===== src/sv/assert_macros.svh =====
// Assertion helpers used by the RTL top level. They fall away when SYNTHESIS is defined.
`ifndef ASSERT_MACROS_SVH
`define ASSERT_MACROS_SVH

`ifndef SYNTHESIS
// Checked on every rising edge outside reset.
`define GDE_ASSERT(lbl, clk, rst_n, prop, msg) \
  lbl: assert property (@(posedge clk) disable iff (!rst_n) prop) else $error(msg);
// Checked on every rising edge, reset included.
`define GDE_ASSERT_ALWAYS(lbl, clk, prop, msg) \
  lbl: assert property (@(posedge clk) prop) else $error(msg);
`else
`define GDE_ASSERT(lbl, clk, rst_n, prop, msg)
`define GDE_ASSERT_ALWAYS(lbl, clk, prop, msg)
`endif

`endif


===== src/sv/gde_pkg.sv =====
package gde_pkg;

  // Field widths.
  localparam int unsigned FREQ_W     = 43;
  localparam int unsigned OFF_W      = 44;
  localparam int unsigned TIME_W     = 44;
  localparam int unsigned TICK_IN_W  = 48;
  localparam int unsigned WIN_W      = 32;
  localparam int unsigned REJ_W      = 8;
  localparam int unsigned ACC_W      = 32;
  localparam int unsigned CFG_W      = 43;
  localparam int unsigned CFG_IDX_W  = 2;

  // GPS time carries 24 fractional bits.
  localparam int unsigned TIME_FRAC_BITS = 24;

  // Parameter defaults.
  localparam int unsigned AVERAGE_SHIFT_DEF      = 4;
  localparam int unsigned TICK_BITS_DEF          = 48;
  localparam int unsigned FREQ_FRACTION_BITS_DEF = 16;

  // Register values after reset.
  localparam logic [FREQ_W-1:0] NOMINAL_CLOCK_RST = 43'd4369062297600;
  localparam logic [WIN_W-1:0]  WIDE_WINDOW_RST   = 32'd218453115;
  localparam logic [WIN_W-1:0]  NARROW_WINDOW_RST = 32'd4369062;
  localparam logic [REJ_W-1:0]  MAX_REJECTS_RST   = 8'd8;

  typedef enum logic [CFG_IDX_W-1:0] {
    CFG_NOMINAL_CLOCK = 2'd0,
    CFG_WIDE_WINDOW   = 2'd1,
    CFG_NARROW_WINDOW = 2'd2,
    CFG_MAX_REJECTS   = 2'd3
  } cfg_idx_e;

  typedef enum logic [1:0] {
    ST_IDLE   = 2'd0,
    ST_DIV    = 2'd1,
    ST_CHECK  = 2'd2,
    ST_FINISH = 2'd3
  } state_e;

  typedef struct packed {
    logic [TIME_W-1:0]    gps_time;
    logic [TICK_IN_W-1:0] tick_count;
  } in_word_t;

  typedef struct packed {
    logic                     accepted;
    logic                     first_correction;
    logic [FREQ_W-1:0]        raw_estimate;
    logic signed [OFF_W-1:0]  frequency_offset;
    logic [FREQ_W-1:0]        system_clock;
    logic [FREQ_W-1:0]        initial_clock;
    logic signed [OFF_W-1:0]  temperature_offset;
    logic [REJ_W-1:0]         reject_run;
    logic [ACC_W-1:0]         correction_total;
  } out_word_t;

  // Commands from the controller to the datapath.
  typedef struct packed {
    logic load;
    logic step;
    logic check;
    logic finish;
  } cmd_t;

  // Status from the datapath to the controller.
  typedef struct packed {
    logic elapsed_pos;
  } sts_t;

endpackage


===== src/sv/gde_datapath.sv =====
module gde_datapath #(
  parameter int unsigned AVERAGE_SHIFT      = gde_pkg::AVERAGE_SHIFT_DEF,
  parameter int unsigned TICK_BITS          = gde_pkg::TICK_BITS_DEF,
  parameter int unsigned FREQ_FRACTION_BITS = gde_pkg::FREQ_FRACTION_BITS_DEF
) (
  input  logic                              clk_i,
  input  logic                              rst_ni,
  input  logic                              cfg_we_i,
  input  logic [gde_pkg::CFG_IDX_W-1:0]     cfg_idx_i,
  input  logic [gde_pkg::CFG_W-1:0]         cfg_data_i,
  input  gde_pkg::in_word_t                 in_word_i,
  input  gde_pkg::cmd_t                     cmd_i,
  output gde_pkg::sts_t                     sts_o,
  output gde_pkg::out_word_t                out_word_o
);

  localparam int unsigned FREQ_W = gde_pkg::FREQ_W;
  localparam int unsigned OFF_W  = gde_pkg::OFF_W;
  localparam int unsigned TIME_W = gde_pkg::TIME_W;
  localparam int unsigned WIN_W  = gde_pkg::WIN_W;
  localparam int unsigned REJ_W  = gde_pkg::REJ_W;
  localparam int unsigned ACC_W  = gde_pkg::ACC_W;
  localparam int unsigned SHIFT  = gde_pkg::TIME_FRAC_BITS + FREQ_FRACTION_BITS;
  localparam int unsigned NUM_W  = TICK_BITS + SHIFT;
  localparam int unsigned AVG_W  = FREQ_W + AVERAGE_SHIFT + 1;
  localparam int unsigned WIDE_W = TICK_BITS + gde_pkg::TICK_IN_W;

  // Configuration registers.
  logic [FREQ_W-1:0] nominal_q, nominal_d;
  logic [WIN_W-1:0]  wide_q, wide_d;
  logic [WIN_W-1:0]  narrow_q, narrow_d;
  logic [REJ_W-1:0]  max_rej_q, max_rej_d;

  // Estimator state.
  logic [TICK_BITS-1:0]    prev_ticks_q;
  logic [TIME_W-1:0]       prev_time_q;
  logic [REJ_W-1:0]        rej_q, rej_d;
  logic [ACC_W-1:0]        acc_q, acc_d;
  logic [FREQ_W-1:0]       cur_q, cur_d;
  logic [FREQ_W-1:0]       avg_q, avg_d;
  logic [FREQ_W-1:0]       first_est_q, first_est_d;
  logic signed [OFF_W-1:0] temp_off_q, temp_off_d;

  // Divider and check stage.
  logic [NUM_W-1:0]        num_q;
  logic [TIME_W:0]         rem_q;
  logic [TIME_W-1:0]       den_q;
  logic [FREQ_W-1:0]       quo_q;
  logic                    sat_q;
  logic                    pos_q;
  logic [FREQ_W-1:0]       est_q;
  logic signed [OFF_W-1:0] off_q;
  logic                    ok_q;

  gde_pkg::out_word_t out_q, out_c;

  // Input differences.
  logic [WIDE_W-1:0]    tick_wide;
  logic [TICK_BITS-1:0] tick_ext;
  logic [TICK_BITS-1:0] dticks;
  logic [TIME_W:0]      elapsed;
  logic                 pos_c;

  assign tick_wide = {{TICK_BITS{1'b0}}, in_word_i.tick_count};
  assign tick_ext  = tick_wide[TICK_BITS-1:0];
  assign dticks    = tick_ext - prev_ticks_q;
  assign elapsed   = {1'b0, in_word_i.gps_time} - {1'b0, prev_time_q};
  assign pos_c     = !elapsed[TIME_W] && (elapsed[TIME_W-1:0] != '0);

  // One restoring step per cycle, numerator MSB first.
  logic [TIME_W:0] rem_sh;
  logic [TIME_W:0] den_ext;
  logic            rem_ge;

  assign rem_sh  = {rem_q[TIME_W-1:0], num_q[NUM_W-1]};
  assign den_ext = {1'b0, den_q};
  assign rem_ge  = rem_sh >= den_ext;

  // Window check: |est - cur| <= win, done as two bounds.
  logic [FREQ_W-1:0]       est_c;
  logic [WIN_W-1:0]        win;
  logic [OFF_W-1:0]        win_ext;
  logic [OFF_W-1:0]        est_ext;
  logic [OFF_W-1:0]        cur_ext;
  logic signed [OFF_W-1:0] off_c;
  logic                    ok_c;

  assign est_c   = !pos_q ? '0 : (sat_q ? '1 : quo_q);
  assign win     = ((acc_q == '0) || (rej_q > max_rej_q)) ? wide_q : narrow_q;
  assign win_ext = {{(OFF_W-WIN_W){1'b0}}, win};
  assign est_ext = {1'b0, est_c};
  assign cur_ext = {1'b0, cur_q};
  // Without forward time there is no estimate, so the offset reads as zero.
  assign off_c   = pos_q ? signed'(est_ext - cur_ext) : '0;
  assign ok_c    = pos_q && (est_ext <= cur_ext + win_ext) && (est_ext + win_ext >= cur_ext);

  // Modified moving average: (avg * (2^S - 1) + est) >> S.
  logic [FREQ_W-1:0] avg_use;
  logic [AVG_W-1:0]  avg_sum;
  logic [FREQ_W-1:0] avg_new;
  logic              first_c;

  assign avg_use = (avg_q == '0) ? est_q : avg_q;
  assign avg_sum = {1'b0, avg_use, {AVERAGE_SHIFT{1'b0}}}
                 - {{(AVERAGE_SHIFT+1){1'b0}}, avg_use}
                 + {{(AVERAGE_SHIFT+1){1'b0}}, est_q};
  assign avg_new = avg_sum[AVERAGE_SHIFT+FREQ_W-1:AVERAGE_SHIFT];
  assign first_c = ok_q && (acc_q == '0);

  always_comb begin
    nominal_d   = nominal_q;
    wide_d      = wide_q;
    narrow_d    = narrow_q;
    max_rej_d   = max_rej_q;
    rej_d       = rej_q;
    acc_d       = acc_q;
    cur_d       = cur_q;
    avg_d       = avg_q;
    first_est_d = first_est_q;
    temp_off_d  = temp_off_q;

    if (cfg_we_i) begin
      case (gde_pkg::cfg_idx_e'(cfg_idx_i))
        gde_pkg::CFG_NOMINAL_CLOCK: begin
          nominal_d = cfg_data_i[FREQ_W-1:0];
          if (acc_q == '0) begin
            cur_d       = cfg_data_i[FREQ_W-1:0];
            first_est_d = cfg_data_i[FREQ_W-1:0];
          end
        end
        gde_pkg::CFG_WIDE_WINDOW:   wide_d    = cfg_data_i[WIN_W-1:0];
        gde_pkg::CFG_NARROW_WINDOW: narrow_d  = cfg_data_i[WIN_W-1:0];
        gde_pkg::CFG_MAX_REJECTS:   max_rej_d = cfg_data_i[REJ_W-1:0];
        default: ;
      endcase
    end

    if (cmd_i.finish) begin
      if (ok_q) begin
        rej_d = '0;
        if (acc_q != '1) begin
          acc_d = acc_q + 1'b1;
        end
        avg_d = avg_new;
        cur_d = avg_new;
        if (first_c) begin
          first_est_d = est_q;
          temp_off_d  = off_q;
        end
      end else if (rej_q != '1) begin
        rej_d = rej_q + 1'b1;
      end
    end
  end

  always_comb begin
    out_c.accepted           = ok_q;
    out_c.first_correction   = first_c;
    out_c.raw_estimate       = est_q;
    out_c.frequency_offset   = off_q;
    out_c.system_clock       = cur_d;
    out_c.initial_clock      = first_est_d;
    out_c.temperature_offset = temp_off_d;
    out_c.reject_run         = rej_d;
    out_c.correction_total   = acc_d;
  end

  always_ff @(posedge clk_i or negedge rst_ni) begin
    if (!rst_ni) begin
      nominal_q    <= gde_pkg::NOMINAL_CLOCK_RST;
      wide_q       <= gde_pkg::WIDE_WINDOW_RST;
      narrow_q     <= gde_pkg::NARROW_WINDOW_RST;
      max_rej_q    <= gde_pkg::MAX_REJECTS_RST;
      prev_ticks_q <= '0;
      prev_time_q  <= '0;
      rej_q        <= '0;
      acc_q        <= '0;
      cur_q        <= gde_pkg::NOMINAL_CLOCK_RST;
      avg_q        <= '0;
      first_est_q  <= gde_pkg::NOMINAL_CLOCK_RST;
      temp_off_q   <= '0;
      pos_q        <= 1'b0;
    end else begin
      nominal_q   <= nominal_d;
      wide_q      <= wide_d;
      narrow_q    <= narrow_d;
      max_rej_q   <= max_rej_d;
      rej_q       <= rej_d;
      acc_q       <= acc_d;
      cur_q       <= cur_d;
      avg_q       <= avg_d;
      first_est_q <= first_est_d;
      temp_off_q  <= temp_off_d;
      if (cmd_i.load) begin
        prev_ticks_q <= tick_ext;
        prev_time_q  <= in_word_i.gps_time;
        pos_q        <= pos_c;
      end
    end
  end

  always_ff @(posedge clk_i) begin
    if (cmd_i.load) begin
      num_q <= {dticks, {SHIFT{1'b0}}};
      den_q <= elapsed[TIME_W-1:0];
      rem_q <= '0;
      quo_q <= '0;
      sat_q <= 1'b0;
    end else if (cmd_i.step) begin
      num_q <= {num_q[NUM_W-2:0], 1'b0};
      rem_q <= rem_ge ? (rem_sh - den_ext) : rem_sh;
      // A one shifted out of the top means the quotient exceeds 43 bits.
      sat_q <= sat_q | quo_q[FREQ_W-1];
      quo_q <= {quo_q[FREQ_W-2:0], rem_ge};
    end
    if (cmd_i.check) begin
      est_q <= est_c;
      off_q <= off_c;
      ok_q  <= ok_c;
    end
    if (cmd_i.finish) begin
      out_q <= out_c;
    end
  end

  assign sts_o.elapsed_pos = pos_q;
  assign out_word_o        = out_q;

endmodule


===== src/sv/gde_ctrl.sv =====
module gde_ctrl #(
  parameter int unsigned NUM_BITS = gde_pkg::TICK_BITS_DEF + gde_pkg::TIME_FRAC_BITS
                                    + gde_pkg::FREQ_FRACTION_BITS_DEF
) (
  input  logic          clk_i,
  input  logic          rst_ni,
  input  logic          in_valid_i,
  output logic          in_ready_o,
  output logic          out_valid_o,
  input  logic          out_ready_i,
  input  gde_pkg::sts_t sts_i,
  output gde_pkg::cmd_t cmd_o
);

  localparam int unsigned CNT_W = $clog2(NUM_BITS);

  gde_pkg::state_e state_q, state_d;
  logic [CNT_W-1:0] cnt_q, cnt_d;
  logic             out_valid_q, out_valid_d;
  logic             div_last;
  logic             slot_free;

  assign div_last  = (cnt_q == CNT_W'(NUM_BITS - 1)) || !sts_i.elapsed_pos;
  assign slot_free = !out_valid_q || out_ready_i;

  always_comb begin
    state_d = state_q;
    cnt_d   = cnt_q;
    case (state_q)
      gde_pkg::ST_IDLE: begin
        cnt_d = '0;
        if (in_valid_i) begin
          state_d = gde_pkg::ST_DIV;
        end
      end
      gde_pkg::ST_DIV: begin
        cnt_d = cnt_q + 1'b1;
        if (div_last) begin
          state_d = gde_pkg::ST_CHECK;
        end
      end
      gde_pkg::ST_CHECK: begin
        state_d = gde_pkg::ST_FINISH;
      end
      gde_pkg::ST_FINISH: begin
        // Hold here until the output register can take the new word.
        if (slot_free) begin
          state_d = gde_pkg::ST_IDLE;
        end
      end
      default: begin
        state_d = gde_pkg::ST_IDLE;
      end
    endcase
  end

  always_comb begin
    cmd_o       = '0;
    in_ready_o  = 1'b0;
    out_valid_d = out_valid_q;
    if (out_ready_i) begin
      out_valid_d = 1'b0;
    end
    case (state_q)
      gde_pkg::ST_IDLE: begin
        in_ready_o   = 1'b1;
        cmd_o.load   = in_valid_i;
      end
      gde_pkg::ST_DIV: begin
        cmd_o.step   = sts_i.elapsed_pos;
      end
      gde_pkg::ST_CHECK: begin
        cmd_o.check  = 1'b1;
      end
      gde_pkg::ST_FINISH: begin
        cmd_o.finish = slot_free;
        if (slot_free) begin
          out_valid_d = 1'b1;
        end
      end
      default: ;
    endcase
  end

  always_ff @(posedge clk_i or negedge rst_ni) begin
    if (!rst_ni) begin
      state_q     <= gde_pkg::ST_IDLE;
      cnt_q       <= '0;
      out_valid_q <= 1'b0;
    end else begin
      state_q     <= state_d;
      cnt_q       <= cnt_d;
      out_valid_q <= out_valid_d;
    end
  end

  assign out_valid_o = out_valid_q;

endmodule


===== src/sv/gps_disciplined_clock_estimator.sv =====
// Frequency estimator disciplined by GPS fixes.
// Each input word carries the GPS time of a fix and the free-running tick count
// sampled at it; each yields exactly one output word with the raw estimate, the
// offset from the system frequency, the averaged system frequency and counters.
// Configuration writes (nominal clock, wide and narrow windows, reject limit) go through
// the plain write port; the user must make them while the block is idle, unchecked.
// Once an input word is accepted, a restoring divider retires its NUM_BITS
// numerator bits one per cycle (NUM_BITS = TICK_BITS + 24 + FREQ_FRACTION_BITS,
// 88 by default); no divide steps run when the elapsed time is zero or negative.
// A check state and a finish state follow; the finish state writes the result.
// A new input word is taken only once the previous result has been written to the
// output register; it may be taken while that result still waits there.
// If the receiver stalls, the finished result waits for the output register to
// free up before it is written.
// Reset clears the counters and history and restores the register defaults;
// the system frequency and initial clock start at the nominal clock.
`include "assert_macros.svh"

module gps_disciplined_clock_estimator #(
  parameter int unsigned AVERAGE_SHIFT      = gde_pkg::AVERAGE_SHIFT_DEF,
  parameter int unsigned TICK_BITS          = gde_pkg::TICK_BITS_DEF,
  parameter int unsigned FREQ_FRACTION_BITS = gde_pkg::FREQ_FRACTION_BITS_DEF
) (
  input  logic                          clk_i,
  input  logic                          rst_ni,
  input  logic                          cfg_we_i,
  input  logic [gde_pkg::CFG_IDX_W-1:0] cfg_idx_i,
  input  logic [gde_pkg::CFG_W-1:0]     cfg_data_i,
  input  logic                          in_valid_i,
  output logic                          in_ready_o,
  input  gde_pkg::in_word_t             in_word_i,
  output logic                          out_valid_o,
  input  logic                          out_ready_i,
  output gde_pkg::out_word_t            out_word_o
);

  localparam int unsigned NUM_BITS = TICK_BITS + gde_pkg::TIME_FRAC_BITS + FREQ_FRACTION_BITS;

  gde_pkg::cmd_t cmd;
  gde_pkg::sts_t sts;

  gde_ctrl #(
    .NUM_BITS (NUM_BITS)
  ) u_ctrl (
    .clk_i       (clk_i),
    .rst_ni      (rst_ni),
    .in_valid_i  (in_valid_i),
    .in_ready_o  (in_ready_o),
    .out_valid_o (out_valid_o),
    .out_ready_i (out_ready_i),
    .sts_i       (sts),
    .cmd_o       (cmd)
  );

  gde_datapath #(
    .AVERAGE_SHIFT      (AVERAGE_SHIFT),
    .TICK_BITS          (TICK_BITS),
    .FREQ_FRACTION_BITS (FREQ_FRACTION_BITS)
  ) u_datapath (
    .clk_i      (clk_i),
    .rst_ni     (rst_ni),
    .cfg_we_i   (cfg_we_i),
    .cfg_idx_i  (cfg_idx_i),
    .cfg_data_i (cfg_data_i),
    .in_word_i  (in_word_i),
    .cmd_i      (cmd),
    .sts_o      (sts),
    .out_word_o (out_word_o)
  );

  `GDE_ASSERT(a_one_cmd, clk_i, rst_ni, $onehot0({cmd.load, cmd.step, cmd.check, cmd.finish}), "more than one datapath command")
  `GDE_ASSERT(a_busy_after_take, clk_i, rst_ni, (in_valid_i && in_ready_o) |=> !in_ready_o, "input taken while a word is in flight")
  `GDE_ASSERT(a_accept_clears_run, clk_i, rst_ni, out_valid_o |-> (!out_word_o.accepted || out_word_o.reject_run == '0), "reject run not cleared on acceptance")
  `GDE_ASSERT(a_first_is_one, clk_i, rst_ni, (out_valid_o && out_word_o.first_correction) |-> (out_word_o.accepted && out_word_o.correction_total == 32'd1), "first correction inconsistent")
  `GDE_ASSERT_ALWAYS(a_reset_idle, clk_i, !rst_ni |-> !out_valid_o, "output valid during reset")

endmodule


===== config.mk =====
export PLATFORM = sky130hd
export DESIGN_NAME = gps_disciplined_clock_estimator
export DESIGN_NICKNAME = d
export VERILOG_FILES = /design/src/sv/gde_pkg.sv /design/src/sv/gde_datapath.sv /design/src/sv/gde_ctrl.sv /design/src/sv/gps_disciplined_clock_estimator.sv
export VERILOG_INCLUDE_DIRS = /design/src /design/src/sv
export SDC_FILE = /design/constraint.sdc
export NUM_CORES = 2
export LEC_CHECK = 0
export ABC_AREA = 1
export BUFFER_PORTS_ARGS = -buffer_cell sky130_fd_sc_hd__buf_2
export CAP_MARGIN = 0
export CORE_MARGIN = 2
export CORE_UTILIZATION = 60
export CTS_BUF_LIST = sky130_fd_sc_hd__clkbuf_8
export DETAILED_ROUTE_END_ITERATION = 8
export PLACE_DENSITY = 0.9
export REMOVE_ABC_BUFFERS = 1
export SLEW_MARGIN = 10
export SYNTH_ARGS = -nofsm -noshare
export SYNTH_HDL_FRONTEND = slang
export SYNTH_SLANG_ARGS = --single-unit

===== constraint.sdc =====
create_clock -name clk_i -period 10.23 [get_ports clk_i]
set_input_delay 2.046 -clock clk_i [delete_from_list [all_inputs] [get_ports clk_i]]
set_output_delay 2.046 -clock clk_i [all_outputs]
set_load 0.02 [all_outputs]

==> results.cfg <==
[timing]
fin_crit_sh_pct = 64.1
rsz0062_at_grt = false
setup_viol = 0
worst_pin_slew_ns = 1.29
relSlewSlack_pct = 13.7
hold_viol_final = 0
fmax_mhz = 153
setup-tns-final_ns = 0
finClkSkew_ns = 0.0540
min_period_ns = 6.55
timing.final.max_slew_violations = 0

[route]
wl_per_cell_um = 20.2
avgViaCountPerCell = 5.79
wl_um = 184000
drcViolationCount = 0
firstDrtPassIters = 6
drtAntennaViolNets = 0
drt_iter0_markers = 5671
dr_total_vias = 52800

[worst_setup_path]
worst_path_max_delay_cell = nor4_1
worst_path_most_repeated_cell = nand2_1
crit_path_end_kind = register
crit_type = register to register
slowest_delay_ns = 0.60
cp.arrival_ns = 7.15
crit_path_start_kind = register
crit_path_max_fanout = 32
required_ns = 10.83

[placement]
dp_hpwl_um = 143000
gp_congestion = 1.04
port_buffers = 402

[floorplanning]
row_count = 113
die_y_um = 313
io_pins = 403
die_w_um = 313
dieArea_um2 = 97700
start_util_pct = 60.3
coreArea_um2 = 94700

[job]
max_cap_viol_count = 0

[cts]
post_cts_buffers = 0
cts_tree = done
clkSinkCount = 915
numCtsBuffers = 148
clk_latency_ns = 0.88
cts.path.max_buffers = 3
ctsHoldBuffers = 0
htreeDepth = 4
cts.clk_slew.worst_paths_ns = 0.07
post_cts_resized = 0
cts_root_buf = clkbuf_8

[final_layout]
drive_gt1_share_pct = 10.3
layout_commonest_cell = nand2_1
fin_nets = 8306
fin_util_pct = 67.4
layout_common_cells = nand2_1, inv_1, a21oi_1
area_delta_synth_final_pct = 11.8

[logic_synthesis]
syn_area_um2 = 57200
synth-edff-count = 439
ys_ff_latch = 915
syn_inst = 7261
synth_cell_types = 63
synth_top_area_share_pct = 23.1
synth_flop_cell = edfxtp_1
async_reset_ff_share_pct = 42.4
yosysWarnings = 0
syn_avg_cell_area_um2 = 7.87
ys_seq_area_share_pct = 43.2
synth_area_leader_cell = edfxtp_1
synth.area.top_cells = edfxtp_1, dfrtp_1, nand2_1, ha_1, inv_1

[power_and_ir_drop]
ir_worst_vdd_mv = 0.218
p_switching_mw = 11.7
leakagePower_nw = 31.3
share_comb_of_total_power_pct = 58.6
switching_share_pct = 50.2
seqPwrFrac_pct = 26.6
clockPowerShare_pct = 14.8
intPower_mw = 11.6
power_density_nw_per_um2 = 363

[outcome]
outcome = complete, no violations

[global_route]
gr-max-usage-layer = met2
grt-ovfl-total = 0
gr-usage-met2_pct = 60.0
grt_pass1_wl_um = 280000
antenna_found_initial = 13
use_met3_pct = 8.05
use_met1_pct = 46.4
grt_max_degree = 163
gr-usage-all-layers_pct = 37.0
grt_pass1_vias = 51100

[worst_hold_path]
hold_path_class = register to register
==> synth_stat cells (4+ instances only) <==
cell / number
a211oi_1: 14
a21boi_0: 5
a21o_1: 35
a21oi_1: 634
a221oi_1: 4
a31oi_1: 59
and3_1: 8
buf_1: 7
buf_2: 20
buf_6: 7
clkbuf_1: 102
dfrtp_1: 339
dfstp_2: 49
dfxtp_1: 88
edfxtp_1: 439
fa_1: 45
ha_1: 391
inv_1: 1116
inv_2: 5
mux2_2: 32
nand2_1: 1903
nand3_1: 246
nand3b_1: 20
nand4_1: 85
nor2_1: 587
nor3_1: 70
nor4_1: 34
o211ai_1: 13
o21a_1: 50
o21ai_0: 545
o21ai_1: 12
o21bai_1: 21
o221ai_1: 6
o22ai_1: 43
o31ai_1: 10
or2_2: 24
xnor2_1: 68
xor2_1: 84
==> critical path: cells and delay by family (launching register included) <==
family                   cells  cell delay [ns]
AO/OA/AOI/OAI                8             1.38
buffers and inverters        2             0.51
flip-flops                   1             0.53
multiplexers                 1             0.42
AND/OR/NAND/NOR             15             2.08
XOR/XNOR                     1             0.13
adder cells (fa/ha/maj)      4             1.23
==> sequential cells by signal, summed over array words and instances (netlist names), 44 cells and up <==
name                     count
u_datapath.den_q            44
u_datapath.num_q            48
u_datapath.off_q            44
u_datapath.out_word_o      259
u_datapath.prev_ticks_q     48
u_datapath.prev_time_q      44
u_datapath.rem_q            44
u_datapath.temp_off_q       44
==> worst paths after layout <==
check                                   startpoint  slack [ns]  cells after the start                     endpoint
hold reg to reg               u_datapath.off_q[27]        0.44                      0   u_datapath.out_word_o[197]
min in group asynchronous                   rst_ni        1.21                      1  u_datapath.prev_ticks_q[44]
setup reg to reg           u_datapath.max_rej_q[3]        3.68                     31              u_datapath.ok_q
max in group asynchronous                   rst_ni        7.50                      2    u_datapath.temp_off_q[14]
setup / recovery           u_datapath.max_rej_q[3]        3.68                     31              u_datapath.ok_q
hold / removal                u_datapath.off_q[27]        0.44                      0   u_datapath.out_word_o[197]
==> routing by layer <==
| layer | vias to the layer above | wire length (µm) |
|---|---|---|
| met1 | 24600 | 71800 |
| met5 | - | 126 |
| met3 | 620 | 16800 |
| met4 | 18 | 10800 |
| li1 | 24900 | - |
| met2 | 2619 | 84800 |
==> metrics by stage <==
stage | hold WS, ns | total power, mW | cells | area [µm²] | setup WS (ns)
final | 0.445 | 23.2 | 9124 | 63900 | 3.68
after global routing | 0.464 | 24.8 | 9121 | 63900 | 3.20
after CTS | 0.443 | 22.9 | 9118 | 63900 | 3.72
after detailed placement | 0.434 | 19.4 | 8843 | 60600 | 3.77
after global placement | 0.432 | 19.1 | 8843 | 60600 | 3.82
after floorplan | 0.426 | 15.3 | 7123 | 56500 | 0.850
==> logic make-up after synthesis <==
logic type | Yosys count | synth area share [%]
AOI/OAI and AO/OA | 1473 | 14.0
xor gates and xnor gates | 152 | 2.33
adders and majority gates | 436 | 10.1
buffers and inverters | 1262 | 8.44
DFF | 915 | 43.2
muxes | 33 | 0.648
and+or+nand+nor | 2990 | 21.2
==> power by group through the flow <==
| stage | Clock [mW] | Sequential [mW] | Combinational (mW) |
|---|---|---|---|
| 2_1_floorplan | 0 | 6.59 | 8.73 |
| 3_3_place_gp | 0 | 6.15 | 13.0 |
| 3_5_place_dp | 0 | 6.19 | 13.2 |
| 4_1_cts | 3.48 | 6.14 | 13.3 |
| 5_1_grt | 3.63 | 6.26 | 15.0 |
| 6_report | 3.44 | 6.17 | 13.6 |
==> cell type report <==
type                    count  area, µm²
diodes                      6       15.0
repair buffers            455       2440
multi-input cells        5084      27700
well taps                1265       1580
flip-flops and latches    915      24700
fillers                  7933      30800
clock inverters           104        861
inverters                1124       4240
clock buffers             171       2350
Power figures use the tool's default switching activity.
